--- src/hdl/ofo_pkg.sv ---
// Shared types, constants and functions for the optical-flow frame odometry block.
`default_nettype none
package ofo_pkg;

	localparam int FRAME_LENGTH      = 11;
	localparam int TAN_TABLE_ENTRIES = 512;

	localparam logic [7:0] SYNC_BYTE = 8'hFE;
	localparam logic [7:0] ID_BYTE   = 8'h04;
	localparam logic [7:0] TAIL_BYTE = 8'hAA;

	// frame position codes
	localparam logic [3:0] POS_HUNT       = 4'd0;
	localparam logic [3:0] POS_ID         = 4'd1;
	localparam logic [3:0] POS_DATA_FIRST = 4'd2;
	localparam logic [3:0] POS_DATA_LAST  = 4'd7;
	localparam logic [3:0] POS_SUM        = 4'd8;
	localparam logic [3:0] POS_QUAL       = 4'd9;
	localparam logic [3:0] POS_TAIL       = 4'(FRAME_LENGTH - 1);

	// configuration register indexes
	localparam logic [2:0] CFG_CPI_SCALE   = 3'd0;
	localparam logic [2:0] CFG_UPDATE_RATE = 3'd1;
	localparam logic [2:0] CFG_TILT_GAIN   = 3'd2;
	localparam logic [2:0] CFG_QUAL_THRESH = 3'd3;
	localparam logic [2:0] CFG_POOR_LIMIT  = 3'd4;

	localparam logic [15:0] CPI_SCALE_RST   = 16'd6987;
	localparam logic [9:0]  UPDATE_RATE_RST = 10'd50;
	localparam logic [11:0] TILT_GAIN_RST   = 12'd600;
	localparam logic [7:0]  QUAL_THRESH_RST = 8'd25;
	localparam logic [7:0]  POOR_LIMIT_RST  = 8'd20;

	localparam int     ANGLE_90    = 23040;
	localparam longint HALF_PI_Q30 = 64'sd1686629713;
	localparam longint ONE_Q30     = 64'sd1073741824;
	localparam longint TAN_CAP_Q16 = 64'sd4194304;
	localparam int     TAN_W       = 23;
	localparam logic [TAN_W-1:0] TAN_CAP = 23'd4194304;

	localparam int OPA_W  = 50;
	localparam int OPB_W  = 18;
	localparam int PROD_W = 68;
	localparam int TGT_W  = 28;

	localparam logic signed [OPB_W-1:0] GAIN_02 = 18'sd13107;
	localparam logic signed [OPB_W-1:0] GAIN_01 = 18'sd6554;

	localparam int STEP_W = 4;
	localparam logic [STEP_W-1:0] LAST_STEP = 4'd14;

	typedef struct packed {
		logic [7:0]         rx_byte;
		logic signed [15:0] roll_angle;
		logic signed [15:0] pitch_angle;
	} in_word_t;

	typedef struct packed {
		logic signed [23:0] height_cm;
		logic signed [31:0] pos_x_cm;
		logic signed [31:0] pos_y_cm;
		logic signed [31:0] vel_x_cm_s;
		logic signed [31:0] vel_y_cm_s;
		logic [7:0]         surface_quality;
		logic               poor_environment;
	} out_word_t;

	typedef struct packed {
		logic [15:0] cpi_scale;
		logic [9:0]  update_rate_hz;
		logic [11:0] tilt_gain;
		logic [7:0]  quality_threshold;
		logic [7:0]  poor_frame_limit;
	} cfg_t;

	typedef struct packed {
		logic signed [15:0] flow_x;
		logic signed [15:0] flow_y;
		logic signed [15:0] height;
		logic [7:0]         quality;
	} frame_t;

	typedef enum logic [3:0] {
		OP_NONE,
		OP_FI,
		OP_TGT,
		OP_TT,
		OP_VEL,
		OP_FV,
		OP_POS,
		OP_VOUT,
		OP_HGT
	} op_t;

	typedef enum logic [2:0] {
		ST_IDLE,
		ST_IDX,
		ST_ROM,
		ST_RUN,
		ST_DRAIN,
		ST_OUT
	} ctrl_state_t;

	typedef struct packed {
		op_t  op;
		logic axis;
		logic capture;
		logic prep;
		logic rom;
		logic load;
	} cmd_t;

	typedef struct packed {
		logic out_free;
	} sts_t;

	// x and y alternate so each op's writeback lands before its axis issues again
	function automatic op_t step_op(input logic [STEP_W-1:0] step);
		op_t r;
		case (step[STEP_W-1:1])
			3'd0:    r = OP_FI;
			3'd1:    r = OP_TGT;
			3'd2:    r = OP_TT;
			3'd3:    r = OP_VEL;
			3'd4:    r = OP_FV;
			3'd5:    r = OP_POS;
			3'd6:    r = OP_VOUT;
			default: r = OP_HGT;
		endcase
		return r;
	endfunction

	function automatic logic signed [39:0] sat40(input logic signed [PROD_W-1:0] v);
		logic signed [39:0] r;
		if (&v[PROD_W-1:39] || ~|v[PROD_W-1:39]) r = v[39:0];
		else if (v[PROD_W-1]) r = {1'b1, 39'd0};
		else r = {1'b0, {39{1'b1}}};
		return r;
	endfunction

	function automatic logic signed [47:0] sat48(input logic signed [PROD_W-1:0] v);
		logic signed [47:0] r;
		if (&v[PROD_W-1:47] || ~|v[PROD_W-1:47]) r = v[47:0];
		else if (v[PROD_W-1]) r = {1'b1, 47'd0};
		else r = {1'b0, {47{1'b1}}};
		return r;
	endfunction

	function automatic logic signed [31:0] sat32(input logic signed [PROD_W-1:0] v);
		logic signed [31:0] r;
		if (&v[PROD_W-1:31] || ~|v[PROD_W-1:31]) r = v[31:0];
		else if (v[PROD_W-1]) r = {1'b1, 31'd0};
		else r = {1'b0, {31{1'b1}}};
		return r;
	endfunction

endpackage
`default_nettype wire

--- src/hdl/ofo_frm.sv ---
// Byte-wise frame sync, payload capture and checksum.
`default_nettype none
module ofo_frm (
	input  logic            clk,
	input  logic            arst_n,
	input  logic            accept,
	input  logic [7:0]      rx_byte,
	output logic            frame_done,
	output ofo_pkg::frame_t frame
);
	import ofo_pkg::*;

	localparam logic [2:0] QUAL_SLOT = 3'd6;

	logic [3:0] pos_q, pos_d;
	logic [7:0] sum_q, sum_d;
	logic [7:0] payload_q [7];
	logic       wr;
	logic [2:0] widx;
	logic       done_c;
	logic [3:0] resync;

	assign resync = (rx_byte == SYNC_BYTE) ? POS_ID : POS_HUNT;

	always_comb begin
		pos_d  = resync;
		sum_d  = sum_q;
		wr     = 1'b0;
		done_c = 1'b0;
		case (pos_q)
			POS_HUNT: pos_d = resync;
			POS_ID: begin
				if (rx_byte == ID_BYTE) begin
					sum_d = 8'd0;
					pos_d = POS_DATA_FIRST;
				end
			end
			POS_SUM: begin
				if (rx_byte == sum_q) pos_d = POS_QUAL;
			end
			POS_QUAL: begin
				wr    = 1'b1;
				pos_d = POS_TAIL;
			end
			POS_TAIL: begin
				if (rx_byte == TAIL_BYTE) begin
					pos_d  = POS_HUNT;
					done_c = 1'b1;
				end
			end
			default: begin
				if (pos_q inside {[POS_DATA_FIRST:POS_DATA_LAST]}) begin
					wr    = 1'b1;
					sum_d = sum_q + rx_byte;
					pos_d = pos_q + 4'd1;
				end
			end
		endcase
	end

	assign widx = (pos_q == POS_QUAL) ? QUAL_SLOT : 3'(pos_q - POS_DATA_FIRST);

	always_ff @(posedge clk or negedge arst_n) begin
		if (!arst_n) begin
			pos_q <= POS_HUNT;
			sum_q <= 8'd0;
		end else if (accept) begin
			pos_q <= pos_d;
			sum_q <= sum_d;
		end
	end

	always_ff @(posedge clk) begin
		if (accept && wr) payload_q[widx] <= rx_byte;
	end

	assign frame_done = accept && done_c;

	assign frame.flow_x  = {payload_q[1], payload_q[0]};
	assign frame.flow_y  = {payload_q[3], payload_q[2]};
	assign frame.height  = {payload_q[5], payload_q[4]};
	assign frame.quality = payload_q[QUAL_SLOT];

endmodule
`default_nettype wire

--- config.mk ---
export PLATFORM = sky130hd
export DESIGN_NAME = ofo_frm
export DESIGN_NICKNAME = d
export VERILOG_FILES = /design/src/hdl/ofo_pkg.sv /design/src/hdl/ofo_frm.sv
export SDC_FILE = /design/constraint.sdc
export NUM_CORES = 1
export LEC_CHECK = 0
export BUFFER_PORTS_ARGS = -buffer_cell sky130_fd_sc_hd__buf_4
export CAP_MARGIN = 5
export CORE_MARGIN = 10
export CORE_UTILIZATION = 30
export CTS_CLUSTER_DIAMETER = 30
export DETAILED_ROUTE_END_ITERATION = 10
export HOLD_SLACK_MARGIN = 0.12
export PLACE_DENSITY_LB_ADDON = 0.2
export SYNTH_ARGS = -nofsm -noshare
export SYNTH_HDL_FRONTEND = slang
export SYNTH_SLANG_ARGS = --single-unit
--- constraint.sdc ---
create_clock -name clk -period 2.8 [get_ports clk]
set_clock_uncertainty 0.1 [all_clocks]
set_input_delay 0.14 -clock clk [delete_from_list [all_inputs] [get_ports clk]]
set_output_delay 0.14 -clock clk [all_outputs]
set_load 0.005 [all_outputs]
==> flow_metrics.tcl <==
set metrics [dict create \
    syn_inst 194 \
    post_drt_wl_per_cell_um 17.4 \
    via_per_inst 4.65 \
    layout_commonest_cell "buf_4" \
    async_flop_share 0.176 \
    gp_congestion 0.798 \
    netlist_area_mm2 0.00289 \
    start_kind "register" \
    die_w_um 118 \
    tightestPinTransition_ps 696 \
    synth_nets 219 \
    relSlewSlack 0.534 \
    synth_edf_count 56 \
    p_leak_uw 0.00151 \
    wirelength_um 7260 \
    die_h_um 118 \
    instances_no_fill 418 \
    slowest_stage "nor2_1" \
    nFillCells 878 \
    cts_sinks 68 \
    dp.cells 391 \
    cts_tree "built" \
    coreArea_mm2 0.00933 \
    crit_arrival_ps 2510 \
    grt_max_degree 13 \
    vias 1945 \
    pin_count 68 \
    p_per_area_mw_per_mm2 736 \
    cp.required_ps 2660 \
    regArea_mm2 0.00198 \
    cts_setup_buffers 0 \
    grt_pass1_vias 1980 \
    period_share 0.944 \
    fin_ws_ps 156 \
    outcome "finished clean" \
    pre_cts_ws_ps 179 \
    final_hold_viol_count 0 \
    ys_seq_area_frac 0.685 \
    drt_iter0_drc 103 \
    ant_nets 0 \
    yosysWarnings 0 \
    port-buffer-count 67 \
    hp-class "register to register" \
    clockBufferDepth 2 \
    multi_input_area_um2 862 \
    grt-ovfl-total 0 \
    rows 35 \
    antennaDiodeCount 0 \
    cts_made_buffers 9 \
    ir_worst_vdd_mv 0.205 \
    fmax_mhz 378 \
    path_cells "inv_1 -> ha_1 -> nor2_1 -> a21oi_1 -> nor2_1 -> nand3_1 -> nor2_1" \
    antenna_found_initial 0 \
    root_buffer "clkbuf_8" \
    syn_avg_cell_area_um2 14.9 \
    critPathKind "register to register" \
    synth-seq-cells 68 \
    synthToLayoutAreaGrowth_pct 33.3 \
    fp.dieArea_mm2 0.0140 \
    grt_pass1_wl_um 11400 \
    start_util 0.310 \
    detailed_place.area_mm2 0.00356 \
    hpwl_um 5130 \
    setup_viol 0 \
    synth_flop_cell "edfxtp_1" \
    slowest_delay_ps 590 \
    grt_usage 0.106 \
    postLayoutCoreUtil 0.413 \
    rsz0062_at_grt "yes" \
    fin_area_mm2 0.00385 \
    nets 309 \
    crit_top_cell "nor2_1" \
    layout_common_cells "70 x buf_4, 56 x edfxtp_1, 18 x nor2_1, 13 x ha_1, 12 x dfrtp_1" \
    path_max_fanout 9 \
    drc_errors 0 \
    drt_pass1_iterations 4 \
    worst_setup_path_end_kind "register" \
    drv_slew 0 \
    htreeDepth 3 \
    ys_types 49 \
    drv_cap 0 \
    period_needed_ps 2640 \
    clk_pin_slew_ps 70 \
    drive_above_1_share 0.339 \
    clk_latency_ps 330 \
]
[through the flow]
step                power, uW  setup TNS [ps]  hold WS (ps)
global route             3030           -3150           438
finish                   2840               0           410
CTS                      2860               0           419
global placement         2120               0         -97.3
detailed placement       2130               0         -93.1
floorplan                1910               0          -256
[Yosys cell counts, drive strengths merged, types with 4 or more instances]
| cell type | instances | area share |
|---|---|---|
| edfxtp | 56 | 0.58 |
| nor2 | 18 | 0.023 |
| ha | 13 | 0.056 |
| dfrtp | 12 | 0.10 |
| inv | 9 | 0.012 |
| a21oi | 8 | 0.014 |
| nand2 | 8 | 0.013 |
| o21ai | 6 | 0.010 |
| mux2 | 5 | 0.026 |
| nor3 | 5 | 0.0086 |
| nand3 | 4 | 0.0086 |
| nor2b | 4 | 0.0095 |
[final timing paths]
check                          from         endpoint  slack, ps  depth (start not counted)
setup / recovery           pos_q[0]  payload_q[1][4]        160                          7
hold / removal             sum_q[6]         sum_q[6]        410                          1
setup reg to reg           pos_q[0]  payload_q[1][4]        160                          7
hold reg to reg            sum_q[6]         sum_q[6]        410                          1
max in group asynchronous    arst_n         pos_q[2]       1390                          3
min in group asynchronous    arst_n         sum_q[3]        800                          3
[layout make-up]
type | instances | share of cell area
well taps | 129 | 0.0419
clock buffers | 12 | 0.0402
multi-input cells | 115 | 0.224
inverters | 9 | 0.00876
repair buffers | 81 | 0.165
flip-flops and latches | 68 | 0.514
clock inverters | 4 | 0.00649
[registers in the layout, summed over array words and instances (netlist names)]
| name | cells |
|---|---|
| pos_q | 4 |
| sum_q | 8 |
| payload_q | 56 |
[worst max-delay path, delay by kind of cell (launching register included)]
family	cells	cell delay [ps]
AOI/OAI and AO/OA	1	150
adders and majority gates	1	280
buffers and inverters	1	130
DFF	1	500
and+or+nand+nor	4	1110
[per-layer routing]
layer / part of all wire / vias up / track usage
met5: 0 / - / 0
met4: 0.018 / 0 / 0.0417
met3: 0.070 / 13 / 0.0428
met2: 0.46 / 65 / 0.167
met1: 0.45 / 949 / 0.126
li1: - / 918 / -
[power breakdown]
part / switching, uW / total [uW] / internal, uW / leakage (uW)
Combinational: 438 / 840 / 402 / 0.000767
Sequential: 83.9 / 1280 / 1200 / 0.000652
Clock: 351 / 717 / 367 / 0.0000884
Total: 873 / 2840 / 1960 / 0.00151
[repair_timing]
action,4_1_cts,5_1_grt
endpoints found under the setup margin,0,32
resized for setup,0,0
hold endpoints to repair,72,0
hold buffers,11,0
[logic make-up (layout without fill, tap and decap cells)]
logic type                 after synthesis  after routing  synth area share
DFF                                     68             68             0.685
and+or+nand+nor                         59             59             0.118
AOI/OAI and AO/OA                       35             35            0.0852
adders and majority gates               14             14            0.0632
buffers and inverters                   11            106            0.0169
muxes                                    5              5            0.0260
xor gates and xnor gates                 2              2           0.00606
Note: power is estimated with default switching activity, not from simulation.
