File: src/hdl/ofo_pkg.sv
// Shared types, constants and functions for the optical-flow frame odometry block.
`default_nettype none
package ofo_pkg;

	localparam int FRAME_LENGTH      = 11;
	localparam int TAN_TABLE_ENTRIES = 512;

	localparam logic [7:0] SYNC_BYTE = 8'hFE;
	localparam logic [7:0] ID_BYTE   = 8'h04;
	localparam logic [7:0] TAIL_BYTE = 8'hAA;

	// frame position codes
	localparam logic [3:0] POS_HUNT       = 4'd0;
	localparam logic [3:0] POS_ID         = 4'd1;
	localparam logic [3:0] POS_DATA_FIRST = 4'd2;
	localparam logic [3:0] POS_DATA_LAST  = 4'd7;
	localparam logic [3:0] POS_SUM        = 4'd8;
	localparam logic [3:0] POS_QUAL       = 4'd9;
	localparam logic [3:0] POS_TAIL       = 4'(FRAME_LENGTH - 1);

	// configuration register indexes
	localparam logic [2:0] CFG_CPI_SCALE   = 3'd0;
	localparam logic [2:0] CFG_UPDATE_RATE = 3'd1;
	localparam logic [2:0] CFG_TILT_GAIN   = 3'd2;
	localparam logic [2:0] CFG_QUAL_THRESH = 3'd3;
	localparam logic [2:0] CFG_POOR_LIMIT  = 3'd4;

	localparam logic [15:0] CPI_SCALE_RST   = 16'd6987;
	localparam logic [9:0]  UPDATE_RATE_RST = 10'd50;
	localparam logic [11:0] TILT_GAIN_RST   = 12'd600;
	localparam logic [7:0]  QUAL_THRESH_RST = 8'd25;
	localparam logic [7:0]  POOR_LIMIT_RST  = 8'd20;

	localparam int     ANGLE_90    = 23040;
	localparam longint HALF_PI_Q30 = 64'sd1686629713;
	localparam longint ONE_Q30     = 64'sd1073741824;
	localparam longint TAN_CAP_Q16 = 64'sd4194304;
	localparam int     TAN_W       = 23;
	localparam logic [TAN_W-1:0] TAN_CAP = 23'd4194304;

	localparam int OPA_W  = 50;
	localparam int OPB_W  = 18;
	localparam int PROD_W = 68;
	localparam int TGT_W  = 28;

	localparam logic signed [OPB_W-1:0] GAIN_02 = 18'sd13107;
	localparam logic signed [OPB_W-1:0] GAIN_01 = 18'sd6554;

	localparam int STEP_W = 4;
	localparam logic [STEP_W-1:0] LAST_STEP = 4'd14;

	typedef struct packed {
		logic [7:0]         rx_byte;
		logic signed [15:0] roll_angle;
		logic signed [15:0] pitch_angle;
	} in_word_t;

	typedef struct packed {
		logic signed [23:0] height_cm;
		logic signed [31:0] pos_x_cm;
		logic signed [31:0] pos_y_cm;
		logic signed [31:0] vel_x_cm_s;
		logic signed [31:0] vel_y_cm_s;
		logic [7:0]         surface_quality;
		logic               poor_environment;
	} out_word_t;

	typedef struct packed {
		logic [15:0] cpi_scale;
		logic [9:0]  update_rate_hz;
		logic [11:0] tilt_gain;
		logic [7:0]  quality_threshold;
		logic [7:0]  poor_frame_limit;
	} cfg_t;

	typedef struct packed {
		logic signed [15:0] flow_x;
		logic signed [15:0] flow_y;
		logic signed [15:0] height;
		logic [7:0]         quality;
	} frame_t;

	typedef enum logic [3:0] {
		OP_NONE,
		OP_FI,
		OP_TGT,
		OP_TT,
		OP_VEL,
		OP_FV,
		OP_POS,
		OP_VOUT,
		OP_HGT
	} op_t;

	typedef enum logic [2:0] {
		ST_IDLE,
		ST_IDX,
		ST_ROM,
		ST_RUN,
		ST_DRAIN,
		ST_OUT
	} ctrl_state_t;

	typedef struct packed {
		op_t  op;
		logic axis;
		logic capture;
		logic prep;
		logic rom;
		logic load;
	} cmd_t;

	typedef struct packed {
		logic out_free;
	} sts_t;

	// x and y alternate so each op's writeback lands before its axis issues again
	function automatic op_t step_op(input logic [STEP_W-1:0] step);
		op_t r;
		case (step[STEP_W-1:1])
			3'd0:    r = OP_FI;
			3'd1:    r = OP_TGT;
			3'd2:    r = OP_TT;
			3'd3:    r = OP_VEL;
			3'd4:    r = OP_FV;
			3'd5:    r = OP_POS;
			3'd6:    r = OP_VOUT;
			default: r = OP_HGT;
		endcase
		return r;
	endfunction

	function automatic logic signed [39:0] sat40(input logic signed [PROD_W-1:0] v);
		logic signed [39:0] r;
		if (&v[PROD_W-1:39] || ~|v[PROD_W-1:39]) r = v[39:0];
		else if (v[PROD_W-1]) r = {1'b1, 39'd0};
		else r = {1'b0, {39{1'b1}}};
		return r;
	endfunction

	function automatic logic signed [47:0] sat48(input logic signed [PROD_W-1:0] v);
		logic signed [47:0] r;
		if (&v[PROD_W-1:47] || ~|v[PROD_W-1:47]) r = v[47:0];
		else if (v[PROD_W-1]) r = {1'b1, 47'd0};
		else r = {1'b0, {47{1'b1}}};
		return r;
	endfunction

	function automatic logic signed [31:0] sat32(input logic signed [PROD_W-1:0] v);
		logic signed [31:0] r;
		if (&v[PROD_W-1:31] || ~|v[PROD_W-1:31]) r = v[31:0];
		else if (v[PROD_W-1]) r = {1'b1, 31'd0};
		else r = {1'b0, {31{1'b1}}};
		return r;
	endfunction

endpackage
`default_nettype wire

File: src/hdl/ofo_ctrl.sv
// Sequencer: frame handoff, lookup, shared-multiplier schedule, result load.
`default_nettype none
module ofo_ctrl (
	input  logic          clk,
	input  logic          arst_n,
	input  logic          frame_done,
	input  ofo_pkg::sts_t sts,
	output logic          in_ready,
	output ofo_pkg::cmd_t cmd
);
	import ofo_pkg::*;

	ctrl_state_t       state_q, state_d;
	logic [STEP_W-1:0] step_q, step_d;

	always_ff @(posedge clk or negedge arst_n) begin
		if (!arst_n) begin
			state_q <= ST_IDLE;
			step_q  <= '0;
		end else begin
			state_q <= state_d;
			step_q  <= step_d;
		end
	end

	always_comb begin
		state_d  = state_q;
		step_d   = step_q;
		in_ready = 1'b0;
		cmd      = '{op: OP_NONE, axis: 1'b0, capture: 1'b0, prep: 1'b0, rom: 1'b0,
			load: 1'b0};
		case (state_q)
			ST_IDLE: begin
				in_ready    = 1'b1;
				cmd.capture = frame_done;
				if (frame_done) state_d = ST_IDX;
			end
			ST_IDX: begin
				cmd.prep = 1'b1;
				state_d  = ST_ROM;
			end
			ST_ROM: begin
				cmd.rom = 1'b1;
				step_d  = '0;
				state_d = ST_RUN;
			end
			ST_RUN: begin
				cmd.op   = step_op(step_q);
				cmd.axis = step_q[0];
				if (step_q == LAST_STEP) state_d = ST_DRAIN;
				else step_d = step_q + 1'b1;
			end
			ST_DRAIN: state_d = ST_OUT;
			ST_OUT: begin
				if (sts.out_free) begin
					cmd.load = 1'b1;
					state_d  = ST_IDLE;
				end
			end
			default: state_d = ST_IDLE;
		endcase
	end

endmodule
`default_nettype wire

File: config.mk
export PLATFORM = sky130hd
export DESIGN_NAME = ofo_ctrl
export DESIGN_NICKNAME = d
export VERILOG_FILES = /design/src/hdl/ofo_pkg.sv /design/src/hdl/ofo_ctrl.sv
export SDC_FILE = /design/constraint.sdc
export NUM_CORES = 1
export LEC_CHECK = 0
export BUFFER_PORTS_ARGS = -buffer_cell sky130_fd_sc_hd__buf_2
export CAP_MARGIN = 20
export CORE_AREA = 2 2 39 41
export CTS_CLUSTER_SIZE = 8
export DETAILED_ROUTE_END_ITERATION = 10
export DIE_AREA = 0 0 41 43
export GPL_ROUTABILITY_DRIVEN = 0
export SLEW_MARGIN = 0
export SYNTH_ARGS = -nofsm -noshare
export SYNTH_HDL_FRONTEND = slang
export SYNTH_SLANG_ARGS = --single-unit
File: constraint.sdc
create_clock -name clk -period 4.05 [get_ports clk]
set_clock_uncertainty 0.15 [all_clocks]
set_input_delay 0.81 -clock clk [delete_from_list [all_inputs] [get_ports clk]]
set_output_delay 0.81 -clock clk [all_outputs]
set_load 0.01 [all_outputs]
==> run_results.csv, run 1 <==
group,metric,value,unit
logic_synthesis,syn_avg_cell_area,8.25,µm²
grt,antenna_found_initial,0,
pwr,total_power,0.506,mW
grt,number_of_global_route_vias_before_repair,397,
timing,timing.final.hold_violations,0,
timing,fin_ws,1.48,ns
hold_path,holdCritPathClass,"in -> async",
logic_synthesis,synth.area.top_cells,"sky130_fd_sc_hd__dfrtp_1 (32%), sky130_fd_sc_hd__ha_1 (14%), sky130_fd_sc_hd__nor2_1 (6.8%)",
timing,setup_tns,0,ns
drt,firstDrtPassIters,4,
die,initial_cell_density_of_the_core,40.0,%
drt,drtAntennaViolNets,0,
timing,report.final.setup_viol,0,
drt,viasPerCell,4.95,
cts,clk-insertion-delay-late,0.25,ns
cts,cts_htree_levels,1,
timing,worst_pin_slew,0.367,ns
grt,pin_count_of_the_biggest_net_entering_global_routing,14,
cts,cts.hold.buffers_added,0,
final_layout,layout-area-overhead-vs-synth,13.8,%
worst_setup_path,cp-start-kind,"register",
logic_synthesis,ys_warn_count,0,
cts,cts_repair_resize_count,0,
logic_synthesis,synthesis.instances,67,
grt,grt_pass1_wl,1750,µm
worst_setup_path,ff2ff_setup_slack,2.44,ns
die,die_height,43,µm
drt,detail_route.iter0.violations,4,
timing,fin_crit_share,63.4,%
outcome,run_status,"finished clean",
job,maxCapViolCount,0,
pwr,cellLeakagePower,0.332,nW
worst_setup_path,critical_path_at,1.61,ns
worst_setup_path,worstSetupStartpoint,"step_q[1]$_DFFE_PN0P_",
final_layout,finalNetCount,91,
drt,vias,475,
timing,timing.final.crit_period,2.57,ns
logic_synthesis,muxShareOfSynthArea,0,%
die,core.rowCount,14,
logic_synthesis,total_of_flip_flops_plus_latches_after_synthesis,7,
logic_synthesis,netlist.top_cell.by_area,"sky130_fd_sc_hd__dfrtp_1",
worst_setup_path,worst_ep_required_time,3.09,ns
logic_synthesis,synth_adder_area_share,13.6,%
die,fp.dieW,41,µm
logic_synthesis,synth_compound_gate_area_share,18.1,%
timing,unrepaired_setup_endpoints_after_global_routing,"no",
place,placement.io_buffers,13,
drt,post-route-drc-count,0,
cts,cts_num_sinks,7,
die,design.portCount,14,
timing,fmaxAchievable,389,MHz
cts,cts_tree,"built",
logic_synthesis,synthXorXnorAreaFrac,0,%
logic_synthesis,yosysTopAreaCellShare,31.7,%
grt,overflow,0,
die,placeableCoreArea,1380,µm²
place,pre_cts_slack,1.74,ns
place,place.detailed.hpwl,834,µm
drt,route.detailed.wl_per_inst,11.3,µm
drt,drt-total-wl,1090,µm
logic_synthesis,synthDistinctLibCells,27,
cts,clock_tree.root_cell,"sky130_fd_sc_hd__clkbuf_4",
final_layout,n_antenna_cell,0,
logic_synthesis,synth_top_family_by_area,"simple AND/OR/NAND/NOR gates",
worst_setup_path,cp-end-kind,"output pin",
cts,cts.clk_slew.worst_paths,0.05,ns
die,die-area,1760,µm²
final_layout,layout-drive-gt1-share,22.5,%
grt,global_route.usage.total,14.4,%
worst_setup_path,critPathMaxFanout,6,
cts,postCtsSetupRepairBufs,0,
logic_synthesis,netlist_area_pre_place,553,µm²
pwr,power.density_cell_area,804,nW/µm²
cts,cts_buffers,3,
worst_setup_path,timing.rr.start,"step_q[0]$_DFFE_PN0P_",
worst_setup_path,timing.reg2reg.worst_path_depth,5,
pwr,vdd_drop_max,0.378,mV
logic_synthesis,mappedNetlistNets,77,
logic_synthesis,post_synth_and_or_nand_nor_area_fraction,26.2,%
cts,ctsLongestPathBuffers,2,
worst_setup_path,r2r-end,"step_q[1]$_DFFE_PN0P_",
timing,maxSlewHeadroom,75.6,%
worst_setup_path,path_class,"reg -> out",
timing,report.final.slew_viol_count,0,
logic_synthesis,synth_sequential_area_ratio,31.7,%
[cell families after synthesis]
kind of cell,Yosys count
AO/OA/AOI/OAI,15
adder cells (fa/ha/maj),6
buffers and inverters,10
flip-flops,7
AND/OR/NAND/NOR,29
[layer usage]
layer	track usage, %	share of wire, %	vias to the layer above
met5	0	0	-
met2	20.9	47	7
met3	6.28	4.1	0
met4	2.00	0	0
met1	19.9	48	214
li1	-	-	254
[cell type report]
class	instances	area (µm²)
clock buffers	4	26.3
fillers	143	754
inverters	6	22.5
multi-input cells	50	320
flip-flops and latches	7	175
well taps	16	20.0
repair buffers	13	65.1
[through the flow]
step                      utilization [%]  hold WS (ns)  cells  cell area, µm²
after floorplan                         -         0.364     67             553
after global placement               43.6         0.457     92             603
after detailed placement             43.6         0.465     92             603
after CTS                            45.5         0.241     96             629
after global routing                 45.5         0.242     96             629
final                                45.5         0.240     96             629
[synthesized netlist by cell type]
cell,number
sky130_fd_sc_hd__nand2_1,4
sky130_fd_sc_hd__buf_4,1
sky130_fd_sc_hd__nand2b_1,2
sky130_fd_sc_hd__dfrtp_1,7
sky130_fd_sc_hd__nand3b_1,1
sky130_fd_sc_hd__and3_1,1
sky130_fd_sc_hd__buf_2,1
sky130_fd_sc_hd__a211oi_2,1
sky130_fd_sc_hd__a32o_1,1
sky130_fd_sc_hd__a31oi_1,1
sky130_fd_sc_hd__or2_1,1
sky130_fd_sc_hd__and2_1,2
sky130_fd_sc_hd__and2b_1,1
sky130_fd_sc_hd__a21oi_1,3
sky130_fd_sc_hd__nor2_1,10
sky130_fd_sc_hd__nor3b_1,2
sky130_fd_sc_hd__ha_1,6
sky130_fd_sc_hd__nor3_1,3
sky130_fd_sc_hd__o2bb2ai_1,1
sky130_fd_sc_hd__nand3_1,2
sky130_fd_sc_hd__a21o_1,1
sky130_fd_sc_hd__a31o_2,1
sky130_fd_sc_hd__o21ai_0,4
sky130_fd_sc_hd__o21ai_1,1
sky130_fd_sc_hd__buf_6,2
sky130_fd_sc_hd__o22ai_1,1
sky130_fd_sc_hd__inv_1,6
[flip-flops by register name, summed over array words and instances, names as in the netlist]
register and count:
state_q 3, step_q 4
[cell usage in the layout (no fill, tap or decap)]
| master | Yosys | routed |
|---|---|---|
| sky130_fd_sc_hd__a211oi_2 | 1 | 1 |
| sky130_fd_sc_hd__a21o_1 | 1 | 1 |
| sky130_fd_sc_hd__a21oi_1 | 3 | 3 |
| sky130_fd_sc_hd__a31o_2 | 1 | 1 |
| sky130_fd_sc_hd__a31oi_1 | 1 | 1 |
| sky130_fd_sc_hd__a32o_1 | 1 | 1 |
| sky130_fd_sc_hd__and2_1 | 2 | 2 |
| sky130_fd_sc_hd__and2b_1 | 1 | 1 |
| sky130_fd_sc_hd__and3_1 | 1 | 1 |
| sky130_fd_sc_hd__buf_2 | 1 | 13 |
| sky130_fd_sc_hd__clkbuf_1 | 0 | 1 |
| sky130_fd_sc_hd__clkbuf_4 | 0 | 3 |
| sky130_fd_sc_hd__dfrtp_1 | 7 | 7 |
| sky130_fd_sc_hd__ha_1 | 6 | 6 |
| sky130_fd_sc_hd__inv_1 | 6 | 6 |
| sky130_fd_sc_hd__nand2_1 | 4 | 4 |
| sky130_fd_sc_hd__nand2b_1 | 2 | 2 |
| sky130_fd_sc_hd__nand3_1 | 2 | 2 |
| sky130_fd_sc_hd__nand3b_1 | 1 | 1 |
| sky130_fd_sc_hd__nor2_1 | 10 | 10 |
| sky130_fd_sc_hd__nor3_1 | 3 | 3 |
| sky130_fd_sc_hd__nor3b_1 | 2 | 2 |
| sky130_fd_sc_hd__o21ai_0 | 4 | 4 |
| sky130_fd_sc_hd__o21ai_1 | 1 | 1 |
| sky130_fd_sc_hd__o22ai_1 | 1 | 1 |
| sky130_fd_sc_hd__o2bb2ai_1 | 1 | 1 |
| sky130_fd_sc_hd__or2_1 | 1 | 1 |
[worst max path at each step]
stage                        end  cells past startpoint
after floorplan           cmd[8]                      5
after global placement    cmd[8]                      6
after detailed placement  cmd[8]                      6
after CTS                 cmd[8]                      6
after global routing      cmd[8]                      6
final                     cmd[8]                      6
[critical path, cell delays in order, from the launching register on]
cell and delay [ns]:
sky130_fd_sc_hd__dfrtp_1 0.43, sky130_fd_sc_hd__inv_1 0.09, sky130_fd_sc_hd__ha_1 0.21, sky130_fd_sc_hd__nor3_1 0.27, sky130_fd_sc_hd__o21ai_0 0.13, sky130_fd_sc_hd__nor2_1 0.09, sky130_fd_sc_hd__buf_2 0.13
[report_power, final]
| group | internal [mW] | switching [mW] | total (mW) |
|---|---|---|---|
| Sequential | 0.0991 | 0.0529 | 0.152 |
| Clock | 0.0375 | 0.0247 | 0.0622 |
| Combinational | 0.134 | 0.158 | 0.292 |
| Total | 0.271 | 0.235 | 0.506 |
Power figures use the tool's default switching activity.
==> run 2: changes to the inputs <==
Clock period 4.05 ns to 2.4 ns, I/O delays scaled along.
==> run 2 against run 1 <==
Effect of this change:
- combinational power increased by 80%
- largest power group unchanged
- critical path depth unchanged
- via count decreased by 0.42%
- sequential cell count unchanged
- wire length increased by 4.7%
- clock power increased by 67%
- worst hold slack improved by 0.17 ns
==> run_results.csv, run 2 (same netlist as run 1, synthesis figures left out) <==
group,metric,value,unit
outcome,run_status,"finished clean",
cts,cts_num_sinks,7,
pwr,cellLeakagePower,0.341,nW
die,design.portCount,14,
grt,antenna_found_initial,0,
timing,unrepaired_setup_endpoints_after_global_routing,"no",
drt,drtAntennaViolNets,0,
final_layout,layout-drive-gt1-share,25.6,%
final_layout,final-instance-count-excl-fill,98,
grt,grt_pass1_wl,1870,µm
place,placed_cells_incl_taps,93,
cts,ctsLongestPathBuffers,2,
final_layout,mostFrequentLayoutCell,"sky130_fd_sc_hd__buf_2",
job,maxCapViolCount,0,
worst_setup_path,critical_path_at,1.53,ns
final_layout,layout-area-overhead-vs-synth,18.1,%
cts,cts.clk_slew.worst_paths,0.05,ns
timing,report.final.slew_viol_count,0,
grt,number_of_global_route_vias_before_repair,436,
cts,clock_tree.root_cell,"sky130_fd_sc_hd__clkbuf_4",
die,core.rowCount,14,
worst_setup_path,worst_ep_required_time,1.77,ns
die,fp.dieW,41,µm
final_layout,largest_register,"step_q",
final_layout,final_core_utilization,47.2,%
worst_setup_path,cp-end-kind,"output pin",
cts,cts_tree,"built",
die,placeableCoreArea,1380,µm²
drt,post-route-drc-count,0,
worst_setup_path,path_class,"reg -> out",
timing,worst_pin_slew,0.283,ns
cts,postCtsSetupRepairBufs,0,
timing,timing.final.crit_period,2.16,ns
timing,fin_crit_share,89.9,%
die,die_height,43,µm
drt,viasPerCell,4.83,
final_layout,largest_register_ffs,4,
timing,report.final.setup_viol,0,
final_layout,n_antenna_cell,0,
place,place.detailed.hpwl,848,µm
hold_path,holdCritPathClass,"in -> reg",
final_layout,reg_top3,"step_q (4), state_q (3)",
drt,detail_route.iter0.violations,5,
timing,fmaxAchievable,463,MHz
final_layout,commonest_non_fill_non_tap_cells_in_the_layout,"sky130_fd_sc_hd__buf_2 (13), sky130_fd_sc_hd__nor2_1 (10), sky130_fd_sc_hd__inv_1 (6), sky130_fd_sc_hd__ha_1 (6), sky130_fd_sc_hd__dfrtp_1 (6)",
pwr,power.density_cell_area,1350,nW/µm²
cts,cts_htree_levels,1,
drt,route.detailed.wl_per_inst,11.6,µm
final_layout,finalNetCount,93,
worst_setup_path,cp-start-kind,"register",
die,die-area,1760,µm²
grt,global_route.usage.total,15.9,%
pwr,vdd_drop_max,0.607,mV
grt,overflow,0,
worst_setup_path,critPathMaxFanout,7,
drt,firstDrtPassIters,4,
timing,timing.final.hold_violations,0,
drt,drt-total-wl,1140,µm
die,initial_cell_density_of_the_core,40.0,%
timing,setup_tns,0,ns
grt,pin_count_of_the_biggest_net_entering_global_routing,13,
cts,clk-insertion-delay-late,0.25,ns
place,placement.io_buffers,13,
drt,vias,473,
timing,maxSlewHeadroom,81.2,%
cts,cts_buffers,3,
## run 2: final cells by class
cell class | count | area, µm²
clock buffer | 4 | 26.3
fill | 136 | 731
inverter | 6 | 22.5
multi-input combinational | 50 | 325
sequential | 7 | 176
tap | 16 | 20.0
timing repair buffer | 15 | 82.6
## run 2: report_power, final
| part | switching (mW) | internal [mW] | total [mW] | leakage [nW] |
|---|---|---|---|---|
| Combinational | 0.288 | 0.239 | 0.527 | 0.246 |
| Clock | 0.0411 | 0.0633 | 0.104 | 0.0150 |
| Sequential | 0.0819 | 0.169 | 0.251 | 0.0797 |
## run 2: worst paths after layout
| check | to | from | slack, ns | depth (start not counted) |
|---|---|---|---|---|
| setup / recovery | cmd[8] | step_q[2]$_DFFE_PN0P_ | 0.24 | 6 |
| hold / removal | state_q[2]$_DFFE_PN0P_ | sts | 0.41 | 4 |
| setup reg to reg | step_q[1]$_DFFE_PN0P_ | step_q[0]$_DFFE_PN0P_ | 0.74 | 5 |
| hold reg to reg | state_q[1]$_DFFE_PN0P_ | state_q[0]$_DFFE_PN0P_ | 0.44 | 3 |
| max in group asynchronous | step_q[1]$_DFFE_PN0P_ | arst_n | 1.48 | 2 |
| min in group asynchronous | state_q[2]$_DFFE_PN0P_ | arst_n | 0.44 | 2 |
## run 2: critical path: stages, from the launching register on
cell	delay, ns
sky130_fd_sc_hd__dfrtp_1	0.44
sky130_fd_sc_hd__inv_1	0.09
sky130_fd_sc_hd__ha_1	0.21
sky130_fd_sc_hd__nor3_2	0.22
sky130_fd_sc_hd__o21ai_0	0.11
sky130_fd_sc_hd__nor2_1	0.08
sky130_fd_sc_hd__buf_2	0.13
## run 2: stage by stage
step	power [mW]	setup slack (ns)	cell area (µm²)	hold WS, ns
2_1_floorplan	0.636	0.551	553	0.0344
3_3_place_gp	0.752	0.425	611	0.176
3_5_place_dp	0.765	0.373	611	0.173
4_1_cts	0.877	0.0949	647	0.404
5_1_grt	0.974	0.0213	653	0.431
6_report	0.882	0.241	653	0.407
## run 2: repair_timing
item / 4_1_cts / 5_1_grt
hold buffers: 1 / 0
gates resized for setup: 0 / 2
endpoints found under the hold margin: 7 / 0
setup endpoints to repair: 0 / 1
## run 2: metal layers
metal | share of wire, % | up-vias | global-route usage, %
met4 | 0 | 0 | 4.00
met3 | 2.7 | 0 | 9.42
met2 | 47 | 5 | 20.6
met1 | 51 | 210 | 22.1
met5 | 0 | - | 0
li1 | - | 258 | -
==> run 3: changes to the inputs <==
Clock period 2.4 ns to 2.7 ns, I/O delays scaled along.
==> run 3 against run 2 <==
Effect of this change:
- clock power shrank 11%
- die area unchanged
- non-clock buffer count fell by 1
- register-to-register slack improved by 0.35 ns
- count of clock-buffer cells in the layout is the same
- first-iteration DRC count grew 20%
- via count up 1.1%
- total power fell by 13%
- worst hold slack improved by 0.059 ns
- sequential cell count unchanged
- final area decreased by 2.1%
- sequential power down 8.8%
- highest routed layer unchanged
==> run_results.csv, run 3 (same netlist as run 1, synthesis figures left out) <==
group,metric,value,unit
outcome,run_status,"finished clean",
drt,met2RoutedLength,512,µm
die,fp.dieW,41,µm
worst_setup_path,worst_ep_required_time,2.01,ns
cts,cts_buffers,3,
worst_setup_path,worstSetupStartpoint,"step_q[1]$_DFFE_PN0P_",
cts,cts_tree,"built",
final_layout,final-instance-count-excl-fill,97,
timing,report.final.slew_viol_count,0,
final_layout,n_antenna_cell,0,
worst_setup_path,ff2ff_setup_slack,1.09,ns
timing,setup_tns,0,ns
timing,timing.final.crit_period,2.32,ns
drt,wl_met1,524,µm
timing,timing.final.hold_violations,0,
cts,cts.hold.buffers_added,1,
final_layout,postLayoutCellArea,639,µm²
drt,drt-total-wl,1080,µm
cts,ctsLongestPathBuffers,2,
place,place_area,603,µm²
drt,drtAntennaViolNets,0,
cts,clk-insertion-delay-late,0.25,ns
worst_setup_path,critPathMaxFanout,6,
cts,cts.clk_slew.worst_paths,0.05,ns
final_layout,commonest_non_fill_non_tap_cells_in_the_layout,"sky130_fd_sc_hd__buf_2 (13), sky130_fd_sc_hd__nor2_1 (10), sky130_fd_sc_hd__dfrtp_1 (7)",
timing,fin_crit_share,86.0,%
final_layout,reg_top3,"step_q (4), state_q (3)",
grt,grt_pass1_wl,1700,µm
final_layout,num-fill-cells,142,
final_layout,final_core_utilization,46.2,%
worst_setup_path,path_class,"reg -> out",
die,initial_cell_density_of_the_core,40.0,%
hold_path,holdCritPathClass,"in -> reg",
timing,fmaxAchievable,431,MHz
worst_setup_path,critical_path_at,1.63,ns
pwr,total_power,0.764,mW
pwr,vdd_drop_max,0.517,mV
drt,post-route-drc-count,0,
worst_setup_path,cp_slowest_cell,"sky130_fd_sc_hd__dfrtp_1",
grt,overflow,0,
grt,global_route.usage.total,14.3,%
timing,worst_pin_slew,0.385,ns
grt,number_of_global_route_vias_before_repair,391,
cts,cts_repair_resize_count,0,
final_layout,layout-area-overhead-vs-synth,15.6,%
pwr,cellLeakagePower,0.336,nW
timing,maxSlewHeadroom,74.4,%
final_layout,largest_register,"step_q",
timing,report.final.setup_viol,0,
final_layout,largest_register_ffs,4,
drt,vias,478,
pwr,power.density_cell_area,1190,nW/µm²
worst_setup_path,crit_path_cell_trace,"inv_1 > ha_1 > nor3_1 > o21ai_0 > nor2_1 > buf_2",
job,maxCapViolCount,0,
final_layout,finalNetCount,92,
drt,route.detailed.wl_per_inst,11.1,µm
final_layout,layout-drive-gt1-share,22.2,%
worst_setup_path,critical-path-top-delay-family,"flip-flops",
place,place.detailed.hpwl,839,µm
worst_setup_path,cp-start-kind,"register",
worst_setup_path,r2r-end,"step_q[1]$_DFFE_PN0P_",
drt,detail_route.iter0.violations,6,
final_layout,mostFrequentLayoutCell,"sky130_fd_sc_hd__buf_2",
grt,pin_count_of_the_biggest_net_entering_global_routing,14,
drt,firstDrtPassIters,4,
cts,cts_num_sinks,7,
timing,fin_ws,0.379,ns
worst_setup_path,cp-end-kind,"output pin",
grt,antenna_found_initial,0,
worst_setup_path,cp_slowest_stage_delay,0.44,ns
place,pre_cts_slack,0.637,ns
worst_setup_path,cp-endpoint,"cmd[8]",
timing,unrepaired_setup_endpoints_after_global_routing,"no",
worst_setup_path,critical_path_cell_count,6,
worst_setup_path,crit_buf_inv,2,
worst_setup_path,timing.rr.start,"step_q[0]$_DFFE_PN0P_",
drt,top_layer_reached_by_signal_wires,"met3",
place,placed_cells_incl_taps,92,
die,design.portCount,14,
worst_setup_path,timing.reg2reg.worst_path_depth,5,
drt,met3_wirelength,41,µm
timing,worst_hold_slack,0.466,ns
place,placement.io_buffers,13,
die,die_height,43,µm
cts,postCtsSetupRepairBufs,0,
cts,cts_htree_levels,1,
die,die-area,1760,µm²
die,core.rowCount,14,
drt,viasPerCell,4.93,
cts,clock_tree.root_cell,"sky130_fd_sc_hd__clkbuf_4",
die,placeableCoreArea,1380,µm²
run 3: changes by cell type in the layout (fill, tap and decap cells not counted), sizes merged:
cell / delta
buf: -1
run 3: final cells by class:
class | count | area, µm² | share of cell area, %
Sequential cell | 7 | 175 | 27.4
Tap cell | 16 | 20.0 | 3.13
Timing Repair Buffer | 14 | 75.1 | 11.7
Clock buffer | 4 | 26.3 | 4.11
Multi-Input combinational cell | 50 | 320 | 50.1
Inverter | 6 | 22.5 | 3.52
run 3: metal layers:
layer | track usage [%] | vias up
met5 | 0 | -
met1 | 18.8 | 215
met3 | 6.28 | 0
met4 | 4.00 | 0
met2 | 20.6 | 7
li1 | - | 256
run 3: where the power goes:
part | leakage [nW] | switching [mW] | internal (mW)
logic | 0.240 | 0.240 | 0.202
clock network | 0.0150 | 0.0359 | 0.0562
registers | 0.0808 | 0.0806 | 0.149
run 3: worst min-delay path by stage:
stage                      start                      to  cells after the start
after detailed placement  arst_n  state_q[2]$_DFFE_PN0P_                      1
after floorplan           arst_n  state_q[0]$_DFFE_PN0P_                      0
final                        sts  state_q[2]$_DFFE_PN0P_                      4
after CTS                    sts  state_q[2]$_DFFE_PN0P_                      4
after global placement    arst_n  state_q[2]$_DFFE_PN0P_                      1
after global routing         sts  state_q[2]$_DFFE_PN0P_                      4
run 3: worst register-to-register path, stage by stage (launching register included):
cell                      delay, ns
sky130_fd_sc_hd__dfrtp_1       0.41
sky130_fd_sc_hd__inv_1         0.10
sky130_fd_sc_hd__ha_1          0.23
sky130_fd_sc_hd__and3_1        0.21
sky130_fd_sc_hd__a21o_1        0.19
sky130_fd_sc_hd__a32o_1        0.20
